[src/rtl/pds_pkg.sv]
// Shared types and constants for the pixel difference statistics core.
// No dependencies; imported by pds_pixel_math and pixel_diff_statistics_core.
`default_nettype none

package pds_pkg;

  localparam int PIX_W      = 8;
  localparam int SUM_W      = 10;
  localparam int COUNT_W    = 23;
  localparam int TOTAL_W    = 32;
  localparam int IN_DATA_W  = 48;
  localparam int OUT_DATA_W = 72;
  localparam int CFG_ADDR_W = 3;
  localparam int CFG_DATA_W = 32;

  localparam int MAX_PIXELS_DEFAULT = 4194304;
  localparam int COUNT_FIELD_MAX    = 8388607;

  localparam logic [PIX_W-1:0] THRESHOLD_RESET = 8'd8;
  localparam logic [PIX_W-1:0] GAIN_RESET      = 8'd6;
  localparam logic [PIX_W-1:0] LEVEL_MAX       = 8'd255;
  localparam logic [TOTAL_W-1:0] TOTAL_MAX     = 32'hFFFF_FFFF;

  // register select, taken from paddr[2]
  localparam logic REG_THRESHOLD = 1'b0;
  localparam logic REG_GAIN      = 1'b1;

  // first_blue in the lowest bits, matching the tdata layout
  typedef struct packed {
    logic [PIX_W-1:0] second_red;
    logic [PIX_W-1:0] second_green;
    logic [PIX_W-1:0] second_blue;
    logic [PIX_W-1:0] first_red;
    logic [PIX_W-1:0] first_green;
    logic [PIX_W-1:0] first_blue;
  } pixel_pair_t;

  typedef struct packed {
    logic [PIX_W-1:0] level;
    logic [PIX_W-1:0] peak;
    logic [SUM_W-1:0] sum;
  } pixel_metrics_t;

endpackage

`default_nettype wire

[src/rtl/pds_pixel_math.sv]
// Per-pixel difference math: channel absolute differences, their sum,
// largest channel difference and the amplified saturated level. Uses pds_pkg.
`default_nettype none

module pds_pixel_math (
  input  var pds_pkg::pixel_pair_t    pair,
  input  var logic [7:0]              gain,
  output var pds_pkg::pixel_metrics_t metrics
);
  import pds_pkg::*;

  logic [PIX_W-1:0]       db;
  logic [PIX_W-1:0]       dg;
  logic [PIX_W-1:0]       dr;
  logic [PIX_W-1:0]       mx_bg;
  logic [SUM_W+PIX_W-1:0] prod;

  always_comb begin
    db = (pair.first_blue > pair.second_blue) ? pair.first_blue - pair.second_blue
                                              : pair.second_blue - pair.first_blue;
    dg = (pair.first_green > pair.second_green) ? pair.first_green - pair.second_green
                                                : pair.second_green - pair.first_green;
    dr = (pair.first_red > pair.second_red) ? pair.first_red - pair.second_red
                                            : pair.second_red - pair.first_red;
    mx_bg = (dg > db) ? dg : db;
    metrics.peak = (dr > mx_bg) ? dr : mx_bg;
    metrics.sum  = SUM_W'(db) + SUM_W'(dg) + SUM_W'(dr);
    prod = (SUM_W+PIX_W)'(metrics.sum) * (SUM_W+PIX_W)'(gain);
    metrics.level = (prod > (SUM_W+PIX_W)'(LEVEL_MAX)) ? LEVEL_MAX : prod[PIX_W-1:0];
  end

endmodule

`default_nettype wire

[src/rtl/pixel_diff_statistics_core.sv]
// Top level: input register, pixel math, frame statistics and result register.
// Input register, then result register; 1 pixel per cycle unless m_tready stalls the result.
// The input register refills in the cycle the result register is taken or empty.
// Reset (rst, synchronous): pipeline empty, totals cleared, threshold 8, gain 6.
// Depends on pds_pkg and pds_pixel_math.
`default_nettype none

module pixel_diff_statistics_core #(
  parameter int MAX_PIXELS = pds_pkg::MAX_PIXELS_DEFAULT
) (
  input  var logic                           clk,
  input  var logic                           rst,
  // tdata: first_blue, first_green, first_red, second_blue, second_green, second_red
  input  var logic [pds_pkg::IN_DATA_W-1:0]  s_tdata,
  input  var logic                           s_tlast,
  input  var logic                           s_tvalid,
  output var logic                           s_tready,
  // tdata: diff_level, over_count, peak_difference, difference_total, zero pad
  output var logic [pds_pkg::OUT_DATA_W-1:0] m_tdata,
  output var logic                           m_tlast,
  output var logic                           m_tvalid,
  input  var logic                           m_tready,
  input  var logic                           psel,
  input  var logic                           penable,
  input  var logic                           pwrite,
  input  var logic [pds_pkg::CFG_ADDR_W-1:0] paddr,
  input  var logic [pds_pkg::CFG_DATA_W-1:0] pwdata,
  output var logic [pds_pkg::CFG_DATA_W-1:0] prdata,
  output var logic                           pready
);
  import pds_pkg::*;

  localparam int COUNT_LIMIT_I = (MAX_PIXELS < COUNT_FIELD_MAX) ? MAX_PIXELS : COUNT_FIELD_MAX;
  localparam logic [COUNT_W-1:0] COUNT_LIMIT = COUNT_W'(COUNT_LIMIT_I);

  logic [PIX_W-1:0]   diff_threshold;
  logic [PIX_W-1:0]   amplify_gain;
  logic               cfg_write;

  logic               in_valid;
  pixel_pair_t        in_pair;
  logic               in_last;
  logic               advance;
  pixel_metrics_t     metrics;

  logic [COUNT_W-1:0] running_count;
  logic [PIX_W-1:0]   running_peak;
  logic [TOTAL_W-1:0] running_total;
  logic [COUNT_W-1:0] count_next;
  logic [PIX_W-1:0]   peak_next;
  logic [TOTAL_W-1:0] total_next;
  logic [TOTAL_W:0]   total_sum;

  logic [PIX_W-1:0]   out_level;
  logic [COUNT_W-1:0] out_count;
  logic [PIX_W-1:0]   out_peak;
  logic [TOTAL_W-1:0] out_total;

  // configuration
  assign pready    = 1'b1;
  assign cfg_write = psel && penable && pwrite;

  always_ff @(posedge clk) begin
    if (rst) begin
      diff_threshold <= THRESHOLD_RESET;
      amplify_gain   <= GAIN_RESET;
    end else if (cfg_write) begin
      unique case (paddr[2])
        REG_THRESHOLD: diff_threshold <= pwdata[PIX_W-1:0];
        REG_GAIN:      amplify_gain   <= pwdata[PIX_W-1:0];
        default:       ;
      endcase
    end
  end

  always_comb begin
    unique case (paddr[2])
      REG_THRESHOLD: prdata = CFG_DATA_W'(diff_threshold);
      REG_GAIN:      prdata = CFG_DATA_W'(amplify_gain);
      default:       prdata = '0;
    endcase
  end

  // pipeline control
  assign advance  = in_valid && (!m_tvalid || m_tready);
  assign s_tready = !in_valid || !m_tvalid || m_tready;

  always_ff @(posedge clk) begin
    if (rst) begin
      in_valid <= 1'b0;
    end else if (s_tready) begin
      in_valid <= s_tvalid;
    end
  end

  always_ff @(posedge clk) begin
    if (s_tready && s_tvalid) begin
      in_pair <= pixel_pair_t'(s_tdata);
      in_last <= s_tlast;
    end
  end

  pds_pixel_math u_math (
    .pair    (in_pair),
    .gain    (amplify_gain),
    .metrics (metrics)
  );

  // frame statistics, including the current pixel
  always_comb begin
    count_next = running_count;
    if (metrics.peak > diff_threshold && running_count < COUNT_LIMIT) begin
      count_next = running_count + COUNT_W'(1);
    end
    peak_next = (metrics.peak > running_peak) ? metrics.peak : running_peak;
    total_sum = {1'b0, running_total} + (TOTAL_W+1)'(metrics.sum);
    total_next = total_sum[TOTAL_W] ? TOTAL_MAX : total_sum[TOTAL_W-1:0];
  end

  always_ff @(posedge clk) begin
    if (rst) begin
      running_count <= '0;
      running_peak  <= '0;
      running_total <= '0;
    end else if (advance) begin
      if (in_last) begin
        running_count <= '0;
        running_peak  <= '0;
        running_total <= '0;
      end else begin
        running_count <= count_next;
        running_peak  <= peak_next;
        running_total <= total_next;
      end
    end
  end

  // result register
  always_ff @(posedge clk) begin
    if (rst) begin
      m_tvalid <= 1'b0;
    end else if (advance) begin
      m_tvalid <= 1'b1;
    end else if (m_tready) begin
      m_tvalid <= 1'b0;
    end
  end

  always_ff @(posedge clk) begin
    if (advance) begin
      out_level <= metrics.level;
      m_tlast   <= in_last;
      out_count <= in_last ? count_next : '0;
      out_peak  <= in_last ? peak_next  : '0;
      out_total <= in_last ? total_next : '0;
    end
  end

  assign m_tdata = {1'b0, out_total, out_peak, out_count, out_level};

  // checks
  a_accept_when_free: assert property (@(posedge clk) disable iff (rst)
    (!m_tvalid || m_tready) |-> s_tready)
    else $error("input stalled while result side is free");

  a_stats_zero_midframe: assert property (@(posedge clk) disable iff (rst)
    (m_tvalid && !m_tlast) |-> (out_count == '0 && out_peak == '0 && out_total == '0))
    else $error("frame totals reported on a pixel that is not last");

  a_clear_after_last: assert property (@(posedge clk) disable iff (rst)
    (!$past(rst) && $past(advance && in_last)) |->
      (running_count == '0 && running_peak == '0 && running_total == '0))
    else $error("frame totals not cleared after last pixel");

  a_count_limit: assert property (@(posedge clk) disable iff (rst)
    running_count <= COUNT_LIMIT)
    else $error("pixel count beyond its limit");

endmodule

`default_nettype wire

[config.mk]
export PLATFORM = sky130hd
export DESIGN_NAME = pixel_diff_statistics_core
export DESIGN_NICKNAME = d
export VERILOG_FILES = /design/src/rtl/pds_pkg.sv /design/src/rtl/pds_pixel_math.sv /design/src/rtl/pixel_diff_statistics_core.sv
export SDC_FILE = /design/constraint.sdc
export NUM_CORES = 1
export LEC_CHECK = 0
export ABC_AREA = 1
export BUFFER_PORTS_ARGS = -buffer_cell sky130_fd_sc_hd__buf_2
export CAP_MARGIN = 40
export CORE_MARGIN = 5
export CORE_UTILIZATION = 50
export CTS_CLUSTER_SIZE = 14
export DETAILED_ROUTE_END_ITERATION = 8
export PLACE_DENSITY_LB_ADDON = 0.2
export SYNTH_ARGS = -nofsm -noshare
export SYNTH_HDL_FRONTEND = slang
export SYNTH_SLANG_ARGS = --single-unit
[constraint.sdc]
create_clock -name clk -period 24.2 [get_ports clk]
set_input_delay 1.21 -clock clk [delete_from_list [all_inputs] [get_ports clk]]
set_output_delay 1.21 -clock clk [all_outputs]
set_load 0.05 [all_outputs]
==> metrics.cfg, run 1 <==
[clocking]
hold_buffers=0
post_cts_buffers=0
cts_buffers=23
htreeDepth=1
clk_pin_slew_worst_paths_ns=0.06
root_buffer=clkbuf_16
tritoncts=yes
cts_resized=0
clock-sinks=202
clk_latency_ns=0.54
clock_path_buffers=3

[timing]
tightest_slew_ns=0.902
post-route-period-util_pct=37.6
max_freq_mhz=110
min_period_ns=9.10
slew_headroom_pct=39.9
finalSetupViolations=0
finalHoldViolCount=0
grt_setup_unrepaired=false
skew_ns=0.0203
maxSlewViolCount=0
finalSetupTns_ns=0

[placement]
port_buffers=146
gp_congestion=0.928
dp.final_hpwl_mm=28.7

[die]
fp.dieH_um=189
die-area_um2=35900
initial_core_util_pct=50.9
die_x_um=189
io_pins=199
rows=65
core_area_um2=31600

[yosys]
ys_warn_count=0
synth_enable_flop_cells=121
postSynth.asyncResetShare_pct=0
synth_cells=2139
syn-mean-instance-area_um2=7.52
seq_area_frac_synth_pct=32.7
synth_cell_type_count=44
synthFlopType=edfxtp_1
syn_area_um2=16100
synth_seq_cells=202

[detailed_routing]
finalWirelength_mm=36.8
ant_nets=0
avgViaCountPerCell=5.07
via_count=13600
dr.pass1.iters=5
drcViolationCount=0
dr.first_iter.drc_count=697
drt-wirelength-per-cell_um=13.7

[worst_setup_path]
cp_slowest_stage_delay_ns=0.57
ff2ff_path_depth=43
start_kind=flop
cp_num_buf_inv=8
worstSetupPathType=flop to flop
crit_family=adder cells
required_ns=24.43
crit_slowest_cell=xnor2_1
cp_common_cell=nand2_1
path_depth=43
crit_path_end_kind=flop
cp.arrival_ns=9.33
crit_fanout=11

[cells_and_area]
regArea_um2=5260
fillers=2966
drive_gt1_share_pct=10.7
syn2layout_area_growth_pct=10.7
nets=2558
multiInputGateArea_um2=9120

[global_route]
grt_pass1_wl_mm=61.8
grt_max_degree=70
overflow=0
grt_antenna_before_repair=1
track_usage_pct=20.3
grt_pass1_vias=13000

[outcome]
status=finished clean

[flow_run]
maxCapViolCount=0

[hold_path]
holdPathStages=2
hold_path_class=flop to flop

## layout by cell type, fill, tap and decap left out, types with 2 or more instances in the layout
cell type / synthesis / routed
a211oi_1: 2 / 2
a21boi_0: 4 / 4
a21o_1: 8 / 8
a21oi_1: 134 / 134
a21oi_2: 14 / 14
a31oi_1: 3 / 3
buf_2: 5 / 147
buf_4: 28 / 8
clkbuf_1: 35 / 9
clkbuf_16: 0 / 24
clkbuf_8: 0 / 2
clkinv_1: 4 / 5
conb_1: 2 / 26
dfxtp_1: 81 / 81
edfxtp_1: 121 / 121
fa_1: 57 / 57
ha_1: 142 / 142
inv_1: 368 / 367
nand2_1: 566 / 565
nand2_2: 4 / 5
nand3_1: 143 / 143
nand3_2: 13 / 13
nand3b_1: 4 / 4
nand4_1: 26 / 26
nor2_1: 156 / 154
nor2_2: 2 / 2
nor2_4: 0 / 2
nor3_1: 29 / 29
nor4_1: 5 / 5
o211ai_1: 3 / 3
o21a_1: 8 / 8
o21ai_0: 67 / 67
o21ai_1: 3 / 3
o21bai_1: 2 / 2
or2_2: 20 / 20
xnor2_1: 17 / 17
xor2_1: 50 / 50
## metrics by stage
stage	cell area, um^2	hold WS (ns)	std cells	utilization, %	worst slack [ns]
floorplan	16200	0.424	2163	-	16.26
global placement	17100	0.452	2644	53.9	14.94
detailed placement	17100	0.457	2645	53.9	15.15
CTS	17800	0.467	2686	56.3	15.07
global route	17800	0.483	2687	56.3	14.22
finish	17800	0.465	2687	56.3	15.10
## tightest hold or removal path, cell delays in order (launching register included)
cell and delay (ns):
dfxtp_1 0.31, nand2_1 0.06, a21oi_1 0.06
## logic make-up after synthesis
family / Yosys count / share of synthesized area [%]
AO/OA/AOI/OAI: 251 / 8.64
other: 2 / 0.0467
flip-flops: 202 / 32.7
XOR/XNOR: 67 / 3.65
adder cells (fa/ha/maj): 199 / 18.1
AND/OR/NAND/NOR: 971 / 25.5
buffers and inverters: 447 / 11.3
## path summary, 6_finish.rpt
| path | startpoint | to | slack [ns] |
|---|---|---|---|
| hold reg to reg | running_count[6] | running_count[6] | 0.46 |
| setup / recovery | in_pair[8] | out_level[7] | 15.10 |
| hold / removal | running_count[6] | running_count[6] | 0.46 |
| setup reg to reg | in_pair[8] | out_level[7] | 15.10 |
## area by class of cell
cell class	count	share of cell area [%]
well taps	402	2.82
diodes	1	0.0141
clock inverters	5	0.379
multi-input cells	1514	51.2
repair buffers	155	4.47
inverters	372	7.84
clock buffers	36	3.76
flip-flops and latches	202	29.5
## synthesized netlist by cell type, drive strengths merged, types with 17 or more instances
cell / instances / area share, %
inv: 368 / 8.6
nand4: 26 / 1.0
clkbuf: 36 / 0.85
edfxtp: 121 / 23
o21ai: 71 / 2.2
a21oi: 148 / 4.9
nor3: 29 / 0.90
nor2: 158 / 3.7
xor2: 50 / 2.7
or2: 20 / 0.78
dfxtp: 81 / 10
fa: 57 / 7.1
nand2: 570 / 13
nand3: 156 / 5.3
xnor2: 17 / 0.93
ha: 142 / 11
buf: 39 / 1.8
## registers in the layout, summed over array words and instances, names as in the netlist
| register | count |
|---|---|
| amplify_gain | 8 |
| diff_threshold | 8 |
| in_last | 1 |
| in_pair | 48 |
| in_valid | 1 |
| m_tlast | 1 |
| m_tvalid | 1 |
| out_count | 23 |
| out_level | 8 |
| out_peak | 8 |
| out_total | 32 |
| running_count | 23 |
| running_peak | 8 |
| running_total | 32 |
## metal layers
metal  wire [um]  vias up  global-route usage (%)
met3        2130       52                    2.69
met4         926        0                    5.84
met1       16700     6211                    27.6
met2       17100      337                    34.2
met5           0        -                       0
li1            -     7020                       -
Power of run 1 is not shown: default switching activity piles up to over one toggle a cycle in this logic, so the estimate is an artifact.
==> inputs of run 2 (changes only) <==
==> constraint.sdc (replaced) <==
create_clock -name clk -period 9.3 [get_ports clk]
set_input_delay 0.465 -clock clk [delete_from_list [all_inputs] [get_ports clk]]
set_output_delay 0.465 -clock clk [all_outputs]
set_load 0.05 [all_outputs]
==> run 2 against run 1 <==
Wire length is 1.0% higher. Via count is 0.92% higher. Critical endpoint is now out_level[0]. Non-clock buffer count is 4 higher. Count of clock-buffer cells in the layout is 1 lower. Highest routed layer unchanged. Die area stayed put. Worst setup slack worse by 14 ns. First-iteration DRC count is 40% higher. Utilization is 0.25 points higher. Design area is 0.44% higher.
==> metrics.cfg, run 2 (same netlist as run 1, synthesis figures left out) <==
[timing]
finalSetupTns_ns=0  ; unchanged
maxSlewViolCount=0  ; unchanged
finalHoldViolCount=0  ; unchanged
post-route-period-util_pct=90.8  ; +53 points
finalSetupViolations=0  ; unchanged
min_period_ns=8.45  ; -0.651 ns
tightest_slew_ns=0.892  ; -0.00981 ns
skew_ns=0.0111  ; -0.00926 ns
slew_headroom_pct=40.5  ; +0.65 points
max_freq_mhz=118  ; +7.7%
grt_setup_unrepaired=false

[worst_setup_path]
cp.arrival_ns=8.71  ; -0.62 ns
cp_slowest_stage_delay_ns=0.55  ; -0.02 ns
cp-endpoint=out_level[0]
worstSetupPathType=flop to flop
cp_common_cell=nand2_1
reg2reg_to=out_level[0]
crit_path_end_kind=flop
ff2ff_path_depth=44  ; +2.3%
start_kind=flop
worstReg2RegStart=in_pair[0]
crit_fanout=10  ; -1
crit_slowest_cell=fa_1
crit_path_start=in_pair[0]
r2r_setup_slack_ns=0.85  ; -14.25 ns
required_ns=9.56  ; -14.87 ns

[detailed_routing]
dr.first_iter.drc_count=974  ; +40%
dr.pass1.iters=5  ; unchanged
finalWirelength_mm=37.2  ; +1.0%
ant_nets=0  ; unchanged
drt-wirelength-per-cell_um=13.8  ; +0.77%
via_count=13700  ; +0.92%
avgViaCountPerCell=5.10  ; +0.66%
drcViolationCount=0  ; unchanged

[global_route]
grt.met2_usage_pct=34.6  ; +0.36 points
overflow=0  ; unchanged
grt-busiest-layer=met2
met3_usage_pct=2.25  ; -0.44 points
grt_max_degree=70  ; unchanged
grt_pass1_wl_mm=61.6  ; -0.32%
grt_pass1_vias=13000  ; -0.63%
met1_usage_pct=27.4  ; -0.17 points
grt_antenna_before_repair=1  ; unchanged
track_usage_pct=20.4  ; +0.049 points

[die]
fp.dieH_um=189  ; unchanged
core_area_um2=31600  ; unchanged
io_pins=199  ; unchanged
die_x_um=189  ; unchanged
rows=65  ; unchanged
die-area_um2=35900  ; unchanged
initial_core_util_pct=50.9  ; unchanged

[flow_run]
maxCapViolCount=0  ; unchanged

[clocking]
htreeDepth=1  ; unchanged
post_cts_buffers=0  ; unchanged
cts_buffers=24  ; +4.3%
root_buffer=clkbuf_16
tritoncts=yes
clock-sinks=202  ; unchanged
clk_latency_ns=0.53  ; about the same
clock_path_buffers=3  ; unchanged
clk_pin_slew_worst_paths_ns=0.06  ; about the same
hold_buffers=0  ; unchanged

[cells_and_area]
final_cells=2694  ; +0.26%
largest_reg_flops=48  ; unchanged
final_cell_mix=nand2_1 (563), inv_1 (367), nor2_1 (153)
nets=2563  ; +0.20%
final_common_cell=nand2_1
drive_gt1_share_pct=11.0  ; +0.36 points
fin_util_pct=56.5  ; +0.25 points
syn2layout_area_growth_pct=11.2
top_regs=in_pair (48), out_total (32), running_total (32)
fillers=3020  ; +1.8%
largest_register=in_pair
stdcell_area_um2=17900  ; +0.44%

[placement]
dp.final_hpwl_mm=28.9  ; +0.81%
gp_congestion=0.904  ; -2.6%
port_buffers=146  ; unchanged
post_dp_cell_area_um2=17100  ; +0.19%
placedCellCount=2649  ; +0.15%

[outcome]
status=finished clean

[hold_path]
holdPathStages=1  ; -1
hold_path_class=input pin to flop

run 2: worst max-delay path: cells and delay by family (launching register included):
family	cells	cell delay, ns
compound gates	8	1.48
buf+inv	9	0.82
fa+ha+maj	9	3.63
xor+xnor	2	0.32
simple gates	16	1.52
flops	1	0.38
run 2: how the worst min path moves through the flow:
stage                    start  slack [ns]         endpoint
2_1_floorplan          in_last        0.42          m_tlast
4_1_cts            s_tdata[14]        0.08      in_pair[14]
3_5_place_dp   running_peak[5]        0.46  running_peak[5]
6_report           s_tdata[14]        0.11      in_pair[14]
3_3_place_gp   running_peak[2]        0.45  running_peak[2]
5_1_grt            s_tdata[13]        0.08      in_pair[13]
run 2: layout make-up:
type / count / area (um^2) / area share [%]
sequential: 202 / 5260 / 29.4
clock inverter: 9 / 108 / 0.602
multi-input combinational: 1514 / 9140 / 51.1
antenna: 1 / 2.50 / 0.0140
tap: 402 / 503 / 2.81
clock buffer: 35 / 652 / 3.64
inverter: 372 / 1400 / 7.81
timing repair buffer: 159 / 828 / 4.63
run 2: per-stage QoR:
| stage | hold WS, ns | setup WS, ns |
|---|---|---|
| after global routing | 0.0828 | 0.114 |
| after CTS | 0.0835 | 0.342 |
| after floorplan | 0.424 | 1.36 |
| after global placement | 0.452 | 0.589 |
| final | 0.106 | 0.851 |
| after detailed placement | 0.456 | 0.370 |
run 2: timing repair:
item                                   in CTS  in global routing
gates resized for setup                     0                  9
setup endpoints to repair                   0                  8
endpoints found under the hold margin       0                  0
run 2: layer usage:
metal / share of wire [%] / wire (um) / vias up
met2: 46 / 17200 / 303
met1: 45 / 16800 / 6357
met3: 5.1 / 1890 / 61
met5: 0 / 0 / -
met4: 3.4 / 1250 / 0
li1: - / - / 7024
Power of run 2 is left out for the same reason.
==> inputs of run 3 (changes only) <==
--- a/config.mk
+++ b/config.mk
@@ -6,7 +6,7 @@
 export NUM_CORES = 1
 export LEC_CHECK = 0
 export ABC_AREA = 1
-export BUFFER_PORTS_ARGS = -buffer_cell sky130_fd_sc_hd__buf_2
+export BUFFER_PORTS_ARGS = -buffer_cell sky130_fd_sc_hd__clkbuf_2
 export CAP_MARGIN = 40
 export CORE_MARGIN = 5
 export CORE_UTILIZATION = 50
==> run 3 against run 2 <==
Hold slack got worse by 0.00091 ns. Register-to-register slack lost 0.096 ns. Non-clock buffer count is the same. Sequential share of layout area is essentially flat. Critical path depth did not move. Via count shrank 0.36%. Utilization barely moved. Largest cell class unchanged. Wire length rose by 0.22%.
==> metrics.cfg, run 3 (same netlist as run 1, synthesis figures left out) <==
[clocking]
htreeDepth=1  ; unchanged
root_buffer=clkbuf_16
hold_buffers=0  ; unchanged
post_cts_buffers=0  ; unchanged
clk_pin_slew_worst_paths_ns=0.06  ; about the same
cts_resized=0  ; unchanged
cts_buffers=25  ; +4.2%
clock_path_buffers=3  ; unchanged
tritoncts=yes
clk_latency_ns=0.53  ; about the same
clock-sinks=202  ; unchanged

[detailed_routing]
dr.pass1.iters=5  ; unchanged
dr.first_iter.drc_count=820  ; -16%
via_count=13700  ; -0.36%
wl_met3_mm=2.01  ; +6.7%
ant_nets=0  ; unchanged
finalWirelength_mm=37.3  ; +0.22%
avgViaCountPerCell=5.08  ; -0.43%
drcViolationCount=0  ; unchanged
drt-wirelength-per-cell_um=13.8  ; +0.15%
top_layer=met4
wl_met1_mm=16.9  ; +0.31%
wl_met2_mm=17.2  ; -0.12%

[worst_setup_path]
crit_path_start=in_pair[0]
crit_fanout=10  ; unchanged
crit_slowest_cell=fa_1
cp_slowest_stage_delay_ns=0.54  ; about the same
worstSetupPathType=flop to flop
worstReg2RegStart=in_pair[0]
cp_common_cell=nand2_1
start_kind=flop
cp_num_buf_inv=7  ; -2
cp.arrival_ns=8.79  ; +0.08 ns
crit_path_end_kind=flop
crit_family=adder cells
required_ns=9.55  ; about the same

[cells_and_area]
final_cell_mix=nand2_1 (564), inv_1 (367), nor2_1 (153)
syn2layout_area_growth_pct=11.2  ; about the same
final_common_cell=nand2_1
largest_register=in_pair
drive_gt1_share_pct=11.4  ; +0.34 points
top_regs=in_pair (48), out_total (32), running_total (32)
largest_reg_flops=48  ; unchanged
nets=2564  ; +0.039%

[placement]
dp.final_hpwl_mm=29.0  ; +0.37%
dp_slack_ns=0.427  ; +0.0565 ns
port_buffers=146  ; unchanged
gp_congestion=0.901  ; -0.29%

[die]
die-area_um2=35900  ; unchanged
fp.dieH_um=189  ; unchanged
io_pins=199  ; unchanged
initial_core_util_pct=50.9  ; unchanged
rows=65  ; unchanged
die_x_um=189  ; unchanged
core_area_um2=31600  ; unchanged

[timing]
finalSetupViolations=0  ; unchanged
max_freq_mhz=117  ; -1.1%
whs_ns=0.105  ; -0.000914 ns
finalSetupTns_ns=0  ; unchanged
post-route-period-util_pct=91.9  ; +1.0 points
setup_slack_ns=0.755  ; -0.0961 ns
grt_setup_unrepaired=false
slew_headroom_pct=40.9  ; +0.35 points
skew_ns=0.0139  ; +0.00280 ns
finalHoldViolCount=0  ; unchanged
min_period_ns=8.55  ; +0.0961 ns
maxSlewViolCount=0  ; unchanged
tightest_slew_ns=0.887  ; -0.00529 ns

[hold_path]
hold_path_class=input pin to flop
holdCritStartpoint=s_tdata[12]

[global_route]
grt_max_degree=70  ; unchanged
track_usage_pct=20.5  ; +0.14 points
grt_antenna_before_repair=1  ; unchanged
grt_pass1_vias=13100  ; +1.1%
overflow=0  ; unchanged
grt_pass1_wl_mm=62.2  ; +1.1%

[flow_run]
maxCapViolCount=0  ; unchanged

[outcome]
status=finished clean

run 3: final cells by class:
class	count	area, um^2
repair buffers	159	828
well taps	402	503
flip-flops and latches	202	5260
clock inverters	16	108
multi-input cells	1514	9130
diodes	1	2.50
clock buffers	30	666
inverters	372	1400
fillers	2951	13700
run 3: path summary, 6_finish.rpt:
kind | cells past startpoint | slack, ns | endpoint
setup reg to reg | 44 | 0.75 | out_level[7]
hold / removal | 1 | 0.10 | in_pair[12]
setup / recovery | 44 | 0.75 | out_level[7]
hold reg to reg | 2 | 0.47 | running_peak[7]
run 3: routing by layer:
metal  track usage, %  up-vias
met1             27.6     6260
met2             34.3      327
met4             6.51        0
met5                0        -
met3             2.95       73
li1                 -     7036
run 3: worst register-to-register path: cells and delay by family (launching register included):
family,cells,cell delay (ns)
AOI/OAI and AO/OA,7,1.19
buffers and inverters,7,0.45
xor gates and xnor gates,1,0.19
adders and majority gates,9,3.64
DFF,1,0.39
and+or+nand+nor,20,2.41
run 3: metrics by stage:
| step | util [%] | instance area (um^2) | cells |
|---|---|---|---|
| final | 56.6 | 17900 | 2696 |
| after global routing | 56.6 | 17900 | 2696 |
| after CTS | 56.5 | 17900 | 2695 |
| after detailed placement | 54.1 | 17100 | 2649 |
| after global placement | 54.1 | 17100 | 2649 |
| after floorplan | - | 16200 | 2163 |
Power of run 3 is left out for the same reason.
